### src/sv/assert_macros.svh
// ---------------------------------------------------------------------------
// assertion macros shared by the rtl
// ---------------------------------------------------------------------------
`ifndef ASSERT_MACROS_SVH
`define ASSERT_MACROS_SVH

// property checked on every rising clock edge, masked while reset is high
`define ASSERT_CLK(label, clk, rst, prop, msg) \
   label: assert property (@(posedge clk) disable iff (rst) (prop)) else $error(msg);

// implication checked on every rising clock edge, masked while reset is high
`define ASSERT_IMPLY(label, clk, rst, ante, cons, msg) \
   label: assert property (@(posedge clk) disable iff (rst) (ante) |-> (cons)) \
      else $error(msg);

`endif

### src/sv/nwtl_pkg.sv
// ---------------------------------------------------------------------------
// nwtl_pkg
// types and constants of the night window trust latch
// ---------------------------------------------------------------------------
package nwtl_pkg;

   localparam int unsigned MINUTE_W  = 11;
   localparam int unsigned TIME_W    = 32;
   localparam int unsigned CSR_IDX_W = 3;
   localparam int unsigned CSR_DATA_W = 32;
   localparam int unsigned REQ_DATA_W = 48;
   localparam int unsigned RSP_DATA_W = 8;

   // register reset values
   localparam logic [MINUTE_W-1:0] WINDOW_START_RST = 11'd1320;
   localparam logic [MINUTE_W-1:0] WINDOW_END_RST   = 11'd420;
   localparam logic [TIME_W-1:0]   TRUST_AGE_RST    = 32'd3600000;
   localparam logic [TIME_W-1:0]   RESYNC_IVL_RST   = 32'd300000;

   // register indexes
   typedef enum logic [CSR_IDX_W-1:0] {
      CSR_NIGHT_ENABLED  = 3'd0,
      CSR_WINDOW_START   = 3'd1,
      CSR_WINDOW_END     = 3'd2,
      CSR_TRUST_AGE      = 3'd3,
      CSR_RESYNC_IVL     = 3'd4
   } csr_index_type;

   // request kinds carried in tuser
   typedef enum logic {
      ACTION_TICK = 1'b0,
      ACTION_SYNC = 1'b1
   } action_type;

   // request payload, highest field first
   typedef struct packed {
      action_type          action;
      logic [MINUTE_W-1:0] minute_of_day;
      logic                time_valid;
      logic [TIME_W-1:0]   now_ms;
   } req_payload_type;

   // result payload
   typedef struct packed {
      logic resync_request;
      logic night_held;
      logic night_active;
   } rsp_payload_type;

endpackage

### src/sv/night_window_trust_latch_core.sv
// ---------------------------------------------------------------------------
// night_window_trust_latch_core
// night-mode gate that latches only on trusted time and rate-limits resyncs
// ---------------------------------------------------------------------------
// Usage: requests arrive on req_* with the kind in req_tuser (0 service tick,
// 1 sync completed) and now_ms, time_valid, minute_of_day in req_tdata. Each
// request gives exactly one result on rsp_* carrying night_active, night_held
// and resync_request.
// Pipeline: an accepted request is held in the request register, which feeds
// the result register through combinational logic. Throughput is one request
// per cycle while results are taken; the window test and the two 32-bit age
// compares sit in the logic between the two registers.
// Stall: while a result waits and rsp_tready is low the result register holds and the request
// register still takes one more request; then req_tready drops.
// Reset (synchronous): both stages empty, registers back to their defaults
// (disabled, window 22:00 to 07:00, trust 3600000 ms, resync 300000 ms),
// night flags clear, never synced.
// Registers are written through csr_*, by the user only while no request is in
// flight (unenforced); a write takes effect for the next request processed.
// ---------------------------------------------------------------------------
`include "assert_macros.svh"

module night_window_trust_latch_core (
   input  logic                                  clock,
   input  logic                                  reset,
   // request channel
   input  logic                                  req_tvalid,
   output logic                                  req_tready,
   // now_ms [31:0], time_valid [32], minute_of_day [43:33], zero [47:44]
   input  logic [nwtl_pkg::REQ_DATA_W-1:0]       req_tdata,
   // action [0]
   input  logic                                  req_tuser,
   // result channel
   output logic                                  rsp_tvalid,
   input  logic                                  rsp_tready,
   // night_active [0], night_held [1], resync_request [2], zero [7:3]
   output logic [nwtl_pkg::RSP_DATA_W-1:0]       rsp_tdata,
   // configuration write port
   input  logic                                  csr_we,
   input  logic [nwtl_pkg::CSR_IDX_W-1:0]        csr_index,
   input  logic [nwtl_pkg::CSR_DATA_W-1:0]       csr_wdata
);

   // configuration registers
   logic                                night_enabled_ff;
   logic [nwtl_pkg::MINUTE_W-1:0]       window_start_ff;
   logic [nwtl_pkg::MINUTE_W-1:0]       window_end_ff;
   logic [nwtl_pkg::TIME_W-1:0]         trust_age_ff;
   logic [nwtl_pkg::TIME_W-1:0]         resync_ivl_ff;

   // block state
   logic                                latched_ff,     latched_in;
   logic                                active_ff,      active_in;
   logic                                held_ff,        held_in;
   logic [nwtl_pkg::TIME_W-1:0]         last_resync_ff, last_resync_in;
   logic                                ever_synced_ff, ever_synced_in;
   logic [nwtl_pkg::TIME_W-1:0]         last_sync_ff,   last_sync_in;

   // pipeline
   logic                                in_valid_ff;
   nwtl_pkg::req_payload_type           in_data_ff;
   logic                                out_valid_ff;
   nwtl_pkg::rsp_payload_type           out_data_ff,    out_data_in;

   logic                                advance;
   logic                                in_window;
   logic [nwtl_pkg::TIME_W-1:0]         sync_age;
   logic [nwtl_pkg::TIME_W-1:0]         resync_age;
   logic                                pulse;
   nwtl_pkg::req_payload_type           req_payload;

   // unpack request
   assign req_payload.action        = nwtl_pkg::action_type'(req_tuser);
   assign req_payload.minute_of_day = req_tdata[43:33];
   assign req_payload.time_valid    = req_tdata[32];
   assign req_payload.now_ms        = req_tdata[31:0];

   // handshake
   assign advance    = in_valid_ff && (!out_valid_ff || rsp_tready);
   assign req_tready = !in_valid_ff || advance;
   assign rsp_tvalid = out_valid_ff;
   assign rsp_tdata  = {{(nwtl_pkg::RSP_DATA_W - 3){1'b0}}, out_data_ff};

   // window test, wrapping past midnight, empty window never matches
   always_comb begin
      if (window_start_ff == window_end_ff) begin
         in_window = 1'b0;
      end else if (window_start_ff < window_end_ff) begin
         in_window = (in_data_ff.minute_of_day >= window_start_ff) &&
                     (in_data_ff.minute_of_day < window_end_ff);
      end else begin
         in_window = (in_data_ff.minute_of_day >= window_start_ff) ||
                     (in_data_ff.minute_of_day < window_end_ff);
      end
   end

   // wrapping ages
   assign sync_age   = in_data_ff.now_ms - last_sync_ff;
   assign resync_age = in_data_ff.now_ms - last_resync_ff;

   // state update for the request in the input register
   always_comb begin
      latched_in     = latched_ff;
      active_in      = active_ff;
      held_in        = held_ff;
      last_resync_in = last_resync_ff;
      ever_synced_in = ever_synced_ff;
      last_sync_in   = last_sync_ff;
      pulse          = 1'b0;
      if (in_data_ff.action == nwtl_pkg::ACTION_SYNC) begin
         last_sync_in   = in_data_ff.now_ms;
         ever_synced_in = 1'b1;
      end else if (!night_enabled_ff || !(in_data_ff.time_valid && in_window)) begin
         latched_in     = 1'b0;
         active_in      = 1'b0;
         held_in        = 1'b0;
         last_resync_in = '0;
      end else if (latched_ff) begin
         active_in = 1'b1;
         held_in   = 1'b0;
      end else if (ever_synced_ff && (sync_age <= trust_age_ff)) begin
         latched_in = 1'b1;
         active_in  = 1'b1;
         held_in    = 1'b0;
      end else begin
         active_in = 1'b0;
         held_in   = 1'b1;
         if ((last_resync_ff == '0) || (resync_age >= resync_ivl_ff)) begin
            last_resync_in = {in_data_ff.now_ms[nwtl_pkg::TIME_W-1:1], 1'b1};
            pulse          = 1'b1;
         end
      end
      out_data_in.night_active   = active_in;
      out_data_in.night_held     = held_in;
      out_data_in.resync_request = pulse;
   end

   // configuration registers
   always_ff @(posedge clock) begin
      if (reset) begin
         night_enabled_ff <= 1'b0;
         window_start_ff  <= nwtl_pkg::WINDOW_START_RST;
         window_end_ff    <= nwtl_pkg::WINDOW_END_RST;
         trust_age_ff     <= nwtl_pkg::TRUST_AGE_RST;
         resync_ivl_ff    <= nwtl_pkg::RESYNC_IVL_RST;
      end else if (csr_we) begin
         unique case (nwtl_pkg::csr_index_type'(csr_index))
            nwtl_pkg::CSR_NIGHT_ENABLED: night_enabled_ff <= csr_wdata[0];
            nwtl_pkg::CSR_WINDOW_START:  window_start_ff  <= csr_wdata[nwtl_pkg::MINUTE_W-1:0];
            nwtl_pkg::CSR_WINDOW_END:    window_end_ff    <= csr_wdata[nwtl_pkg::MINUTE_W-1:0];
            nwtl_pkg::CSR_TRUST_AGE:     trust_age_ff     <= csr_wdata;
            nwtl_pkg::CSR_RESYNC_IVL:    resync_ivl_ff    <= csr_wdata;
            default: ;
         endcase
      end
   end

   // block state, committed as each request moves to the result register
   always_ff @(posedge clock) begin
      if (reset) begin
         latched_ff     <= 1'b0;
         active_ff      <= 1'b0;
         held_ff        <= 1'b0;
         last_resync_ff <= '0;
         ever_synced_ff <= 1'b0;
         last_sync_ff   <= '0;
      end else if (advance) begin
         latched_ff     <= latched_in;
         active_ff      <= active_in;
         held_ff        <= held_in;
         last_resync_ff <= last_resync_in;
         ever_synced_ff <= ever_synced_in;
         last_sync_ff   <= last_sync_in;
      end
   end

   // request register
   always_ff @(posedge clock) begin
      if (reset) begin
         in_valid_ff <= 1'b0;
      end else if (req_tready) begin
         in_valid_ff <= req_tvalid;
      end
      if (req_tready && req_tvalid) begin
         in_data_ff <= req_payload;
      end
   end

   // result register
   always_ff @(posedge clock) begin
      if (reset) begin
         out_valid_ff <= 1'b0;
      end else if (advance) begin
         out_valid_ff <= 1'b1;
      end else if (rsp_tready) begin
         out_valid_ff <= 1'b0;
      end
      if (advance) begin
         out_data_ff <= out_data_in;
      end
   end

   // checks
   `ASSERT_IMPLY(a_latch_means_active, clock, reset, latched_ff,
                 active_ff && !held_ff, "latched without active")
   `ASSERT_CLK(a_active_held_excl, clock, reset, !(active_ff && held_ff),
               "active and held together")
   `ASSERT_IMPLY(a_resync_stamp_odd, clock, reset, last_resync_ff != '0,
                 last_resync_ff[0], "resync stamp bit 0 clear")
   `ASSERT_IMPLY(a_pulse_only_held, clock, reset,
                 out_valid_ff && out_data_ff.resync_request,
                 out_data_ff.night_held && !out_data_ff.night_active,
                 "resync pulse outside hold")

endmodule
### config.mk
export PLATFORM = sky130hd
export DESIGN_NAME = night_window_trust_latch_core
export DESIGN_NICKNAME = d
export VERILOG_FILES = /design/src/sv/nwtl_pkg.sv /design/src/sv/night_window_trust_latch_core.sv
export VERILOG_INCLUDE_DIRS = /design/src /design/src/sv
export SDC_FILE = /design/constraint.sdc
export NUM_CORES = 1
export LEC_CHECK = 0
export BUFFER_PORTS_ARGS = -buffer_cell sky130_fd_sc_hd__buf_2
export CORE_ASPECT_RATIO = 0.9
export CORE_MARGIN = 2
export CORE_UTILIZATION = 29
export CTS_BUF_LIST = sky130_fd_sc_hd__clkbuf_16
export DETAILED_ROUTE_END_ITERATION = 6
export HOLD_SLACK_MARGIN = 0.08
export SLEW_MARGIN = 40
export SYNTH_ARGS = -nofsm -noshare
export SYNTH_HDL_FRONTEND = slang
export SYNTH_SLANG_ARGS = --single-unit
### constraint.sdc
create_clock -name clock -period 6.6 [get_ports clock]
set_input_delay 0.66 -clock clock [delete_from_list [all_inputs] [get_ports clock]]
set_output_delay 0.66 -clock clock [all_outputs]
set_load 0.01 [all_outputs]
==> run metrics <==
final setup TNS 0 ps; share of layout cells above drive strength 1 0.09897; Post-synth EDFFs 48; Worst setup EP type flop; crit path kind flop to flop; status completed; clk_lat worst skew 540 ps; Top Metal Used met5; fmax 0.1649 GHz; power per cell area 228.1 nW/µm²; vias per cell 4.897; clock sink total 205; CTS tree done; LEAKAGE 5.676 nW; final worst path period need 6064 ps; post_cts resized 0; Routed Antenna Nets 0; CP required 7060 ps; clock skew 22.57 ps; pin count of the biggest net entering global routing 53; Worst path top cell family by delay compound AO/OA/AOI/OAI gates; placed instance count 2060; Final Net Count 1788; Final Cycle Share 0.9187; Via Count 10299; Bufs and invs on worst path 3; Synth cell types 60; Hold Vio Cnt, Final 0; detailed-router iteration count before antenna repair 5; final HPWL from detailed placement 25200 µm; Initial Util 0.2950; CP Cell Sequence inv_1 -> ha_1 -> inv_1 -> fa_1 -> a21o_1 -> a211oi_1 -> nor4_1 -> o21ai_0 -> o21ai_0 -> a21oi_1 -> o21ai_0 -> a21oi_1 -> xnor2_1 -> ha_1 -> a21o_1 -> a21oi_1 -> o221ai_1 -> a2111oi_0 -> o21ai_0 -> a21oi_1 -> or3_1 -> a31o_2 -> buf_4 -> a22o_1; GP Congestion 0.8955; Largest stage delay, worst path 500 ps; Diodes inserted 0; unrepaired setup endpoints after global routing no; met1 WL 17370 µm; cts hold-fix bufs 0; die height 200.1 µm; Synth Cell Area 12400 µm²; Setup Buffers After CTS 0; initial antenna violation count 1; Max Buffers Root-to-Sink 3; CP max FO 31; row cnt 71; GRT overflow 0; DIE WIDTH 221.9 µm; hold_ws 296.5 ps; min-delay worst type primary input to flop; WP data arrival 6530 ps; die area 44420 µm²; Ys Warns 0; VDD IR-drop max 0.0001839 V; Most used DFF post-synth dfxtp_1; fin. max-slew vios 0; most frequent cells in the layout nand2_1 (252), a21oi_1 (182), inv_1 (167); CTS buffer count 24; MaxCap Viol Count 0; First DRT Iteration DRCs 664; Startpoint Class flop; #FFs+latches synth 205; met3 wire length 1380 µm; clk slew on worst S/H paths 60 ps; first-pass GRT wire length 53830 µm; I/O Pins 99; asr flop ratio synth 0; fin util 0.3377; Max-slew headroom 0.5107; vias in the first global route 9970; GRT Util Overall 0.1505; Core Region 42020 µm²; # port buffers 89; total wire length 33700 µm; WL met2 14270 µm; DRC 0; Final Non-Filler Cells 2103; Critical-path top delay cell a2111oi_0; Cells after Synth 1464; endpoints failing setup 0; htree depth 1; syn_area_per_cell 8.468 µm²; total power 3.236 mW; Worst Tran Pin Value 734.0 ps; Root Driver clkbuf_16; area grow syn2layout 14.45%; post-synthesis sequential area ratio 0.3698; Avg WL per Cell 16.03 µm; most common cell after layout, fill and taps aside nand2_1
cells in the mapped netlist (19+ instances only):
cell,count,share of area
o211ai_1,29,0.018
a21o_1,50,0.030
ha_1,158,0.16
nor2_1,52,0.016
dfxtp_1,157,0.25
nand3_1,19,0.0077
clkbuf_1,38,0.012
edfxtp_1,48,0.12
a21oi_1,182,0.073
nand4_1,19,0.0096
a22o_1,31,0.022
xnor2_1,44,0.031
inv_1,161,0.049
o21ai_0,37,0.015
nand2_1,252,0.076
cells by family after synthesis:
family          Yosys count  share of synthesized area
compound gates          397                     0.2031
xor+xnor                 59                    0.04168
fa+ha+maj               160                     0.1627
buf+inv                 213                    0.06661
flops                   205                     0.3698
other cells               1                  0.0003025
simple gates            429                     0.1558
path summary, 6_finish.rpt:
path / depth (start not counted) / slack (ps) / endpoint / from
worst max-delay path: 24 / 540 / last_resync_ff[6]$_SDFFE_PP0P_ / in_data_ff[0]$_DFFE_PP_
worst min-delay path: 1 / 300 / in_data_ff[32]$_DFFE_PP_ / req_tdata[32]
worst max register to register: 24 / 540 / last_resync_ff[6]$_SDFFE_PP0P_ / in_data_ff[0]$_DFFE_PP_
worst min register to register: 2 / 450 / last_sync_ff[7]$_SDFFE_PP0P_ / last_sync_ff[7]$_SDFFE_PP0P_
metrics by stage:
stage               cell area (µm²)  setup WS, ps
finish                        14190         536.5
global route                  14190         39.55
CTS                           14180         549.1
detailed placement            13410         586.5
global placement              13400         765.6
floorplan                     12410          1762
layer usage:
metal	up-vias	track usage
li1	5230	-
met4	2	0.03113
met2	209	0.2348
met3	46	0.02332
met1	4812	0.2188
met5	-	0
sequential cells by signal, indices dropped and copies added (netlist names):
signal and count:
night_enabled_ff 1, window_start_ff 11, active_ff 1, held_ff 1, in_data_ff 45, last_resync_ff 32, rsp_tvalid 1, in_valid_ff 1
trust_age_ff 32, window_end_ff 11, ever_synced_ff 1, latched_ff 1, rsp_tdata 3, last_sync_ff 32, resync_ivl_ff 32
power by group:
group	internal [mW]	switching, mW	total (mW)
Clock	0.781	0.541	1.32
Combinational	0.234	0.322	0.556
Sequential	1.33	0.0324	1.36
Total	2.34	0.895	3.24
worst reg2reg max path, delay by kind of cell (launching register included):
kind	cells	cell delay, ps
flops	1	380
xor+xnor	1	90
simple gates	2	420
buf+inv	3	510
fa+ha+maj	3	770
compound gates	15	3840
cell type report:
type | count | area [µm²]
clock buffers | 26 | 650.6
repair buffers | 97 | 508.0
well taps | 547 | 684.4
fillers | 4350 | 27830
inverters | 161 | 604.3
multi-input cells | 1050 | 7034
clock inverters | 17 | 122.6
flip-flops and latches | 205 | 4584
(Power assumes the default switching activity.)
